File: src/rtl/core/rbc_pkg.sv
// Shared types and constants for the ROM/RAM bank controller.
// No dependencies; imported by every module of the controller.
package rbc_pkg;

    // Defaults for the top-level parameters
    localparam int RAM_BANKS_DEF     = 4;
    localparam int ROM_BANK_BITS_DEF = 7;

    // Fixed geometry
    localparam int RAM_BANK_BYTES = 8192;
    localparam int RAM_OFS_W      = 13;   // byte offset within one RAM bank
    localparam int ROM_OFS_W      = 14;   // byte offset within one ROM bank
    localparam int ROM_ADDR_W     = 21;

    // Decoupling queue between decode and execute
    localparam int Q_DEPTH = 2;
    localparam int Q_PTR_W = (Q_DEPTH > 1) ? $clog2(Q_DEPTH) : 1;
    localparam int Q_CNT_W = $clog2(Q_DEPTH + 1);

    // 8 KiB bus regions, taken from address bits 15:13
    localparam logic [2:0] REGION_RAM_EN  = 3'd0;
    localparam logic [2:0] REGION_ROM_LO  = 3'd1;
    localparam logic [2:0] REGION_ROM_HI  = 3'd2;
    localparam logic [2:0] REGION_MODE    = 3'd3;
    localparam logic [2:0] REGION_EXT_RAM = 3'd5;

    // Key value in the low nibble that enables external RAM
    localparam logic [3:0] RAM_EN_KEY = 4'hA;
    localparam logic [7:0] RAM_OFF_DATA = 8'hFF;

    // Result kinds
    typedef enum logic [1:0] {
        KIND_ROM   = 2'd0,
        KIND_RAM   = 2'd1,
        KIND_WRITE = 2'd2,
        KIND_ERROR = 2'd3
    } kind_t;

    // One decoded operation, passed from decode to execute
    typedef struct packed {
        kind_t                   kind;
        logic [ROM_ADDR_W-1:0]   rom_address;
        logic [1:0]              ram_bank;
        logic [RAM_OFS_W-1:0]    ram_offset;
        logic                    ram_wr;      // enabled RAM write
        logic                    ram_rd;      // enabled RAM read
        logic [7:0]              write_data;
    } op_t;

endpackage

File: src/rtl/core/rbc_queue.sv
// Short FIFO of decoded operations between decode and execute.
// Depends on rbc_pkg for the operation type and depth.
module rbc_queue
    import rbc_pkg::*;
(
    input  logic aclk,
    input  logic aresetn,
    input  logic push,
    input  op_t  push_op,
    output logic full,
    input  logic pop,
    output op_t  pop_op,
    output logic empty
);

    op_t                entry_reg [Q_DEPTH];
    logic [Q_PTR_W-1:0] wr_ptr_reg, wr_ptr_next;
    logic [Q_PTR_W-1:0] rd_ptr_reg, rd_ptr_next;
    logic [Q_CNT_W-1:0] count_reg, count_next;

    assign full   = (count_reg == Q_CNT_W'(Q_DEPTH));
    assign empty  = (count_reg == '0);
    assign pop_op = entry_reg[rd_ptr_reg];

    // Advance pointers and occupancy
    always_comb begin
        wr_ptr_next = wr_ptr_reg;
        rd_ptr_next = rd_ptr_reg;
        count_next  = count_reg;
        if (push) begin
            wr_ptr_next = (wr_ptr_reg == Q_PTR_W'(Q_DEPTH - 1)) ? '0 : wr_ptr_reg + 1'b1;
        end
        if (pop) begin
            rd_ptr_next = (rd_ptr_reg == Q_PTR_W'(Q_DEPTH - 1)) ? '0 : rd_ptr_reg + 1'b1;
        end
        if (push && !pop) begin
            count_next = count_reg + 1'b1;
        end else if (pop && !push) begin
            count_next = count_reg - 1'b1;
        end
    end

    always_ff @(posedge aclk) begin
        if (!aresetn) begin
            wr_ptr_reg <= '0;
            rd_ptr_reg <= '0;
            count_reg  <= '0;
        end else begin
            wr_ptr_reg <= wr_ptr_next;
            rd_ptr_reg <= rd_ptr_next;
            count_reg  <= count_next;
        end
    end

    // Store pushed entries
    always_ff @(posedge aclk) begin
        if (push) begin
            entry_reg[wr_ptr_reg] <= push_op;
        end
    end

endmodule

File: config.mk
export PLATFORM = sky130hd
export DESIGN_NAME = rbc_queue
export DESIGN_NICKNAME = d
export VERILOG_FILES = /design/src/rtl/core/rbc_pkg.sv /design/src/rtl/core/rbc_queue.sv
export SDC_FILE = /design/constraint.sdc
export NUM_CORES = 1
export LEC_CHECK = 0
export BUFFER_PORTS_ARGS = -buffer_cell sky130_fd_sc_hd__buf_2
export CORE_MARGIN = 8
export CORE_UTILIZATION = 55
export DETAILED_ROUTE_END_ITERATION = 7
export GPL_TIMING_DRIVEN = 1
export PLACE_DENSITY = 0.87
export RECOVER_POWER = 25
export SLEW_MARGIN = 20
export SYNTH_ARGS = -nofsm -noshare
export SYNTH_HDL_FRONTEND = slang
export SYNTH_SLANG_ARGS = --single-unit
export TNS_END_PERCENT = 1
File: constraint.sdc
create_clock -name aclk -period 7.55 [get_ports aclk]
set_input_delay 1.51 -clock aclk [delete_from_list [all_inputs] [get_ports aclk]]
set_output_delay 1.51 -clock aclk [all_outputs]
set_load 0.01 [all_outputs]
==> results.md <==
- Status: finished, final reports clean
- Arrival time worst endpoint: roughly 1.7 ns
- Die Y: approximately 98 um
- Final period util: 0.426
- Critical path cell sequence: mux2_2 -> buf_2
- Gr usage total: 0.136
- Minimum clock period: about 3.2 ns
- Syn-to-layout area delta: 21.0%
- CTS max path bufs: 2
- Initial DRC Count: between 70 and 80
- Max_cap viols: 0
- Pre-antenna DRT Iters: 4
- Worst-margin pin slew: 0.655 ns
- First-pass GRT wire length: 10000 um
- Simple-Gate Fraction of Synth Area: 0.0153
- Synth Area in Adders: 0.00340
- Nets: about 330
- CTS clock-pin slew for the worst setup and hold paths: ~0.09 ns
- GR Layer Usage met1: 0.133
- Initial antenna violation count: 0
- CP endpoint kind: output pin
- Initial Utilization: 0.554
- Avg Cell Area, Syn: between 20 and 25 um^2
- Die area: roughly 9600 um^2
- Leak: around 1.7 nW
- Pre-CTS WS: ~4.3 ns
- Vias per cell: around 5.2
- Sequential share of the synthesized area: 0.810
- Crit path largest cell delay: approximately 0.78 ns
- Clock Sinks: approximately 100
- Maximum VDD drop: ~0.14 mV
- Setup_tns: 0 ns
- Highest Clock Rate: between 0.3 and 0.4 GHz
- Number of flip-flops in the largest register: 96
- Placed Area: ~4300 um^2
- Area contributors post-synth: edfxtp_1 (78%), mux2_2 (15%), dfxtp_1 (2.7%)
- Sw Share: 0.223
- Post-synth EDFFs: 96
- Post-synthesis mux area share: 0.147
- I/O Pins: 102
- Placer Congestion: around 0.65
- Relative slew slack: 0.564
- Main synth FF type: edfxtp_1
- Synth cell count leaders: edfxtp_1 (96), mux2_2 (48), dfxtp_1 (5)
- CTS Hold Bufs: 0
- DRT Wirelength: around 6500 um
- Largest net degree at the start of global routing: 50
- Root Buffer: clkbuf_8
- Layout cells sized above 1: 0.585
- Internal power: 0.000857 W
- Hold WS: between 0.5 and 0.6 ns
- Max Slew Vio Count: 0
- CTS tree: done
- Yosys cell types: 18
- Residual DRC count: 0
- Worst-Skew Late Latency: about 0.35 ns
- CP startpoint kind: flop
- Clock Skew: 0.00645 ns
- Post CTS Setup Buffer Count: 0
- Post-synth top area cell: edfxtp_1
- TritonCTS buffer count: 9
- Combinational power share: 0.105
- Flop pwr share: 0.602
- Post-CTS resize count: 0
- Most frequent cell after synthesis: edfxtp_1
- Compound-cell area share of the yosys netlist: 0.00544
- DP HPWL: roughly 4300 um
- Slowest cell on crit path: dfxtp_4
- Final WS setup: about 4.3 ns
- CORE AREA: about 6600 um^2
- Unrepaired setup endpoints after global routing: no
- Met3 usage: 0.0562
- Vias in the first global route: around 2.1k
- Total number of yosys warnings: 0
- Post-synth net total: 224
- WL/cell: roughly 18 um
- I/O Buffers: ~100
- Clk pwr share: 0.293
- GRT overflow: 0
- Seq cells post-synth: about 100
- Post-route cell area: ~4500 um^2
- Maximum net fanout on the critical path: 48
- Cell Area, Synth: 3680 um^2
- Critical path required time: 6.04 ns
- H-tree levels: 3
- Sw Pwr: roughly 0.00025 W
- Share of the synthesized area in the top cell type: 0.783
- Largest family of logic cells by synthesized area: multiplexers
- Asr flop ratio synth: 0
- GRT Max-Usage Layer: met2
- Inserted Diodes: 0
- Post-Synth XOR/XNOR Area: 0.00714
- Post-DRT Antenna Nets: 0
- Count of final setup violators: 0
- Power Density: around 250 nW/um^2
- Crit Path Category: reg2out
- Hold Path Class: reg2reg
- Die Wd: about 98 um
- M2 GR Usage: 0.242
- Num rows: 30
- Hold Fails Final Rpt: 0
- Mapped Cells: 171
- Vias: ~1.9k
cell type report:
| type | instances | area (um^2) |
|---|---|---|
| sequential | 101 | 2990 |
| clock buffer | 9 | 124 |
| fill | 470 | 2190 |
| timing repair buffer | 102 | 509 |
| multi-input combinational | 64 | 666 |
| tap | 80 | 100 |
| inverter | 1 | 3.75 |
| clock inverter | 7 | 65.1 |
cells by family after synthesis:
group	Yosys count
AOI/OAI and AO/OA	3
xor gates and xnor gates	3
adders and majority gates	1
buffers and inverters	6
DFF	101
muxes	48
and+or+nand+nor	9
routing by layer:
| layer | up-vias | wire length, um |
|---|---|---|
| met5 | - | 0 |
| met1 | 915 | 2580 |
| met3 | 10 | 490 |
| met4 | 0 | 83 |
| li1 | 882 | - |
| met2 | 71 | 3360 |
critical path: cells and delay by family (launching register included):
kind                   cells  cell delay (ns)
flip-flops                 1             0.78
multiplexers               1             0.42
buffers and inverters      1             0.14
power by group through the flow:
stage	sequential (W)	combinational, W	clock, W
after global placement	0.000675	0.000114	0
final	0.000664	0.000116	0.000324
after global routing	0.000667	0.000125	0.000348
after CTS	0.000665	0.000119	0.000331
after detailed placement	0.000678	0.000118	0
after floorplan	0.000665	0.0000751	0
placed cells by master, fill, tap and decap left out, drive strengths merged:
cell type,instances
o21a,1
xor2,2
and2,4
ha,1
xnor2,1
or3,1
o21ai,1
buf,99
dfxtp,5
clkinv,4
clkinvlp,1
a21boi,1
bufinv,1
edfxtp,96
mux2,48
inv,2
and2b,1
nor2b,2
nor2,1
clkbuf,12
final timing paths:
path	startpoint	to	slack (ns)	depth (start not counted)
min reg2reg	count_reg[1]$_SDFFE_PN0P_	count_reg[1]$_SDFFE_PN0P_	0.59	2
min	count_reg[1]$_SDFFE_PN0P_	count_reg[1]$_SDFFE_PN0P_	0.59	2
max	flop	pop_op[27]	4.33	2
max reg2reg	wr_ptr_reg$_SDFFE_PN0P_	entry_reg[1][28]$_DFFE_PP_	6.17	1
through the flow:
stage,std cells,utilization,power [W]
final,364,0.670,0.00110
after global routing,364,0.670,0.00114
after floorplan,171,-,0.000740
after detailed placement,348,0.642,0.000795
after CTS,364,0.671,0.00112
after global placement,348,0.642,0.000789
(Power assumes the default switching activity.)
