[src/rtl/core/rbc_pkg.sv]
// Shared types and constants for the ROM/RAM bank controller.
// No dependencies; imported by every module of the controller.
package rbc_pkg;

    // Defaults for the top-level parameters
    localparam int RAM_BANKS_DEF     = 4;
    localparam int ROM_BANK_BITS_DEF = 7;

    // Fixed geometry
    localparam int RAM_BANK_BYTES = 8192;
    localparam int RAM_OFS_W      = 13;   // byte offset within one RAM bank
    localparam int ROM_OFS_W      = 14;   // byte offset within one ROM bank
    localparam int ROM_ADDR_W     = 21;

    // Decoupling queue between decode and execute
    localparam int Q_DEPTH = 2;
    localparam int Q_PTR_W = (Q_DEPTH > 1) ? $clog2(Q_DEPTH) : 1;
    localparam int Q_CNT_W = $clog2(Q_DEPTH + 1);

    // 8 KiB bus regions, taken from address bits 15:13
    localparam logic [2:0] REGION_RAM_EN  = 3'd0;
    localparam logic [2:0] REGION_ROM_LO  = 3'd1;
    localparam logic [2:0] REGION_ROM_HI  = 3'd2;
    localparam logic [2:0] REGION_MODE    = 3'd3;
    localparam logic [2:0] REGION_EXT_RAM = 3'd5;

    // Key value in the low nibble that enables external RAM
    localparam logic [3:0] RAM_EN_KEY = 4'hA;
    localparam logic [7:0] RAM_OFF_DATA = 8'hFF;

    // Result kinds
    typedef enum logic [1:0] {
        KIND_ROM   = 2'd0,
        KIND_RAM   = 2'd1,
        KIND_WRITE = 2'd2,
        KIND_ERROR = 2'd3
    } kind_t;

    // One decoded operation, passed from decode to execute
    typedef struct packed {
        kind_t                   kind;
        logic [ROM_ADDR_W-1:0]   rom_address;
        logic [1:0]              ram_bank;
        logic [RAM_OFS_W-1:0]    ram_offset;
        logic                    ram_wr;      // enabled RAM write
        logic                    ram_rd;      // enabled RAM read
        logic [7:0]              write_data;
    } op_t;

endpackage

[src/rtl/core/rbc_front.sv]
// Decode stage of the bank controller: accepts bus accesses, updates the bank
// registers and builds a decoded operation. Depends on rbc_pkg.
module rbc_front
    import rbc_pkg::*;
#(
    parameter int ROM_BANK_BITS = ROM_BANK_BITS_DEF
) (
    input  logic        aclk,
    input  logic        aresetn,
    input  logic        s_valid,
    output logic        s_ready,
    input  logic        s_mode,
    input  logic [15:0] s_address,
    input  logic [7:0]  s_write_data,
    input  logic        q_full,
    output logic        q_push,
    output op_t         q_op
);

    logic [6:0] rom_bank_reg, rom_bank_next;
    logic       bank_mode_reg, bank_mode_next;
    logic       ram_en_reg, ram_en_next;

    logic [2:0] region;
    logic       accept;
    logic [4:0] low_bits;
    logic [6:0] rom_sel;

    assign region  = s_address[15:13];
    assign s_ready = !q_full;
    assign accept  = s_valid && s_ready;
    assign q_push  = accept;

    // Bank register updates on accepted control writes
    always_comb begin
        rom_bank_next  = rom_bank_reg;
        bank_mode_next = bank_mode_reg;
        ram_en_next    = ram_en_reg;
        low_bits       = (s_write_data[4:0] == 5'd0) ? 5'd1 : s_write_data[4:0];
        if (accept && s_mode && !s_address[15]) begin
            case (region)
                REGION_RAM_EN: ram_en_next    = (s_write_data[3:0] == RAM_EN_KEY);
                REGION_ROM_LO: rom_bank_next  = {rom_bank_reg[6:5], low_bits};
                REGION_ROM_HI: rom_bank_next  = {s_write_data[1:0], rom_bank_reg[4:0]};
                REGION_MODE:   bank_mode_next = s_write_data[0];
                default: ;
            endcase
        end
    end

    always_ff @(posedge aclk) begin
        if (!aresetn) begin
            rom_bank_reg  <= '0;
            bank_mode_reg <= 1'b0;
            ram_en_reg    <= 1'b0;
        end else begin
            rom_bank_reg  <= rom_bank_next;
            bank_mode_reg <= bank_mode_next;
            ram_en_reg    <= ram_en_next;
        end
    end

    // Classify the access against the registers as they stand before it
    always_comb begin
        rom_sel = bank_mode_reg ? {2'b00, rom_bank_reg[4:0]} : rom_bank_reg;
        if (rom_sel == 7'd0) begin
            rom_sel = 7'd1;
        end

        q_op             = '0;
        q_op.kind        = KIND_ERROR;
        q_op.ram_bank    = bank_mode_reg ? rom_bank_reg[6:5] : 2'b00;
        q_op.ram_offset  = s_address[RAM_OFS_W-1:0];
        q_op.write_data  = s_write_data;

        if (region == REGION_EXT_RAM) begin
            q_op.kind   = s_mode ? KIND_WRITE : KIND_RAM;
            q_op.ram_wr = s_mode && ram_en_reg;
            q_op.ram_rd = !s_mode && ram_en_reg;
        end else if (!s_address[15]) begin
            if (s_mode) begin
                q_op.kind = KIND_WRITE;
            end else begin
                q_op.kind = KIND_ROM;
                if (!s_address[14]) begin
                    q_op.rom_address = ROM_ADDR_W'(s_address);
                end else begin
                    q_op.rom_address = ROM_ADDR_W'({rom_sel[ROM_BANK_BITS-1:0],
                                                    s_address[ROM_OFS_W-1:0]});
                end
            end
        end
    end

endmodule

[config.mk]
export PLATFORM = sky130hd
export DESIGN_NAME = rbc_front
export DESIGN_NICKNAME = d
export VERILOG_FILES = /design/src/rtl/core/rbc_pkg.sv /design/src/rtl/core/rbc_front.sv
export SDC_FILE = /design/constraint.sdc
export NUM_CORES = 1
export LEC_CHECK = 0
export BUFFER_PORTS_ARGS = -buffer_cell sky130_fd_sc_hd__buf_2
export CORE_MARGIN = 4
export CORE_UTILIZATION = 37
export DETAILED_ROUTE_END_ITERATION = 6
export PLACE_DENSITY_LB_ADDON = 0.3
export SETUP_SLACK_MARGIN = 0.3
export SLEW_MARGIN = 20
export SYNTH_ARGS = -nofsm -noshare
export SYNTH_HDL_FRONTEND = slang
export SYNTH_SLANG_ARGS = --single-unit
[constraint.sdc]
create_clock -name aclk -period 1.3 [get_ports aclk]
set_input_delay 0.065 -clock aclk [delete_from_list [all_inputs] [get_ports aclk]]
set_output_delay 0.065 -clock aclk [all_outputs]
set_load 0.01 [all_outputs]
==> out/results.ini <==
[job]
cap_viol_max_count = 0

[sta]
slew_viol_final = 0
fin_tns_setup_ns = 0
hold_violations = 0
fin_crit_sh = 0.973
final.min_clock_period_ns = 1.27
slew-limit-headroom = 0.765
worst_pin_slew_ns = 0.352
setup_violations = 0
fin_worst_skew_ns = 0
layout_setup_ws_ns = 0.0350
rsz0062_at_grt = yes
clock.fmax_ghz = 0.791

[worst_setup_path]
worstPathArrival_ns = 1.20
reg2reg_depth = 3
rr_endpoint = bank_mode_reg
startpoint_type = flop
r2r-start = bank_mode_reg
critPathMaxFanout = 3
path_cells = nor4_4, a21oi_1, nor2_1, buf_2
cpPeakStageDelay_ns = 0.34
critPathLaunch = rom_bank_reg[3]
cp.required_ns = 1.24
critPathSlowestCell = dfxtp_2
critPathKind = flop to output pin
crit_path_end = q_op[39]
crit_path_end_kind = output pin
ff2ff_setup_slack_ns = 0.55

[global_routing]
grt_pass1_wl_mm = 3.91
grt_max_degree = 15
grt_usage = 0.150
grt_pass1_vias = 886
grt-ovfl-total = 0
antenna_found_initial = 0

[cts]
insertion_delay_ns = 0.26
cts_made_buffers = 3
cts.root.buffer_cell = clkbuf_4
cts.path.max_buffers = 2
cts_htree_levels = 1
cts_tree = done
clk_pin_slew_ns = 0.06
cts.sinks = 9

[placement]
io_buffers = 72
hpwl_mm = 2.00
gp_congestion = 0.878
dp_slack_ns = 0.162

[yosys]
ys_seq_area_frac = 0.206
synth.net_count = 142
avgSynthCellArea_sq_um = 7.74
synth_edf_count = 0
synth_area_leaders = dfxtp_1 (21%), buf_4 (20%), and2_1 (15%)
synth.largest_area_cell = dfxtp_1
netlist_area_sq_um = 875
yosys_warnings = 0
yosysMostFrequentCell = buf_4
yosys.area.top_type_share = 0.206
yosysUniqueCellTypes = 28
synth_ff_type = dfxtp_1
synthTopCellsByCount = buf_4 (23), and2_1 (21), a21oi_1 (10)
synth_seq_cells = 9
synthArstFlopShare = 0
synthCells = 113

[power]
p_leak_uw = 0.000606
ir_drop_uv = 550
powerDensity_nw_per_um2 = 598
power_uw = 725

[floorplanning]
dieArea_sq_um = 3210
coreArea_sq_um = 2230
io_pins = 79
die_x_um = 56.6
fp.dieH_um = 56.6
start_util = 0.392
row_count = 17

[layout]
fillers = 226
nNetsFinal = 196
multi_input_area_sq_um = 524
drive_above_1_share = 0.596
area_growth_syn_to_layout_pct = 38.6
ff_latch_area_sq_um = 193
diodes = 0
largest_reg_flops = 7

[drt]
postRouteWirelength_mm = 2.48
dr.pass1.iters = 4
drc = 0
drt_first_iter_violations = 21
postRouteAntennaNets = 0
wl_per_cell_um = 12.8
vias = 971
via_per_inst = 5.01

[outcome]
status = completed

[worst_hold_path]
hp-class = primary input to flop

-- placed cells by master, fill, tap and decap left out, drive strengths merged --
| master | instances |
|---|---|
| o21ai | 7 |
| nor4 | 3 |
| nand3b | 3 |
| nor3 | 3 |
| inv | 2 |
| nor3b | 5 |
| clkinv | 1 |
| nand2 | 1 |
| a21o | 1 |
| a21oi | 10 |
| dfxtp | 9 |
| nand2b | 1 |
| clkbuf | 4 |
| and2b | 1 |
| or3 | 1 |
| nor4bb | 1 |
| nand3 | 3 |
| and3b | 2 |
| o21bai | 1 |
| or3b | 3 |
| and2 | 21 |
| buf | 75 |
| nand4 | 4 |
| nor2 | 3 |
| o41ai | 1 |
-- per-stage QoR --
stage	util	area, sq um	cells	hold WS (ns)
6_report	0.543	1210	194	0.0755
5_1_grt	0.543	1210	194	0.0948
4_1_cts	0.510	1140	191	0.0819
3_5_place_dp	0.480	1070	187	0.130
3_3_place_gp	0.480	1070	187	0.130
2_1_floorplan	-	875	113	0.174
-- timing repair --
item	in CTS	in global routing
pin swaps	4	6
resized for setup	13	15
setup endpoints to repair	21	11
setup buffers	0	3
hold buffers	0	0
-- how the worst min path moves through the flow --
stage	from	end	slack (ns)	depth (start not counted)
finish	s_write_data[4]	rom_bank_reg[4]	0.08	3
global placement	s_write_data[7]	q_op[7]	0.13	0
global route	s_write_data[3]	rom_bank_reg[3]	0.09	3
detailed placement	s_write_data[7]	q_op[7]	0.13	0
CTS	s_write_data[4]	rom_bank_reg[4]	0.08	3
floorplan	q_full	s_ready	0.17	1
-- worst max-delay path, delay by kind of cell, from the launching register on --
family	cells	cell delay, ns
DFF	1	0.34
AOI/OAI and AO/OA	1	0.10
and+or+nand+nor	2	0.37
buffers and inverters	1	0.14
-- report_power, final --
part / leakage [uW] / internal (uW) / switching [uW]
sequential: 0.0000769 / 276 / 1.92
clock: 0.0000150 / 118 / 92.7
combinational: 0.000514 / 115 / 122
total: 0.000606 / 509 / 216
-- kinds of logic after synthesis --
| group | share of synthesized area |
|---|---|
| AOI/OAI and AO/OA | 0.124 |
| buffers and inverters | 0.240 |
| DFF | 0.206 |
| and+or+nand+nor | 0.429 |
-- per-layer routing --
layer  global-route usage  wire (um)  up-vias
met4               0.0339         14        0
met1                0.174        971      425
met5                    0          0        -
li1                     -          -      479
met2                0.257       1200       63
met3               0.0575        299        4
-- cell type report --
class,instances,area share
sequential,9,0.159
inverter,3,0.00929
timing repair buffer,75,0.349
multi-input combinational,75,0.432
clock buffer,4,0.0217
tap,28,0.0289
Power figures use the tool's default switching activity.
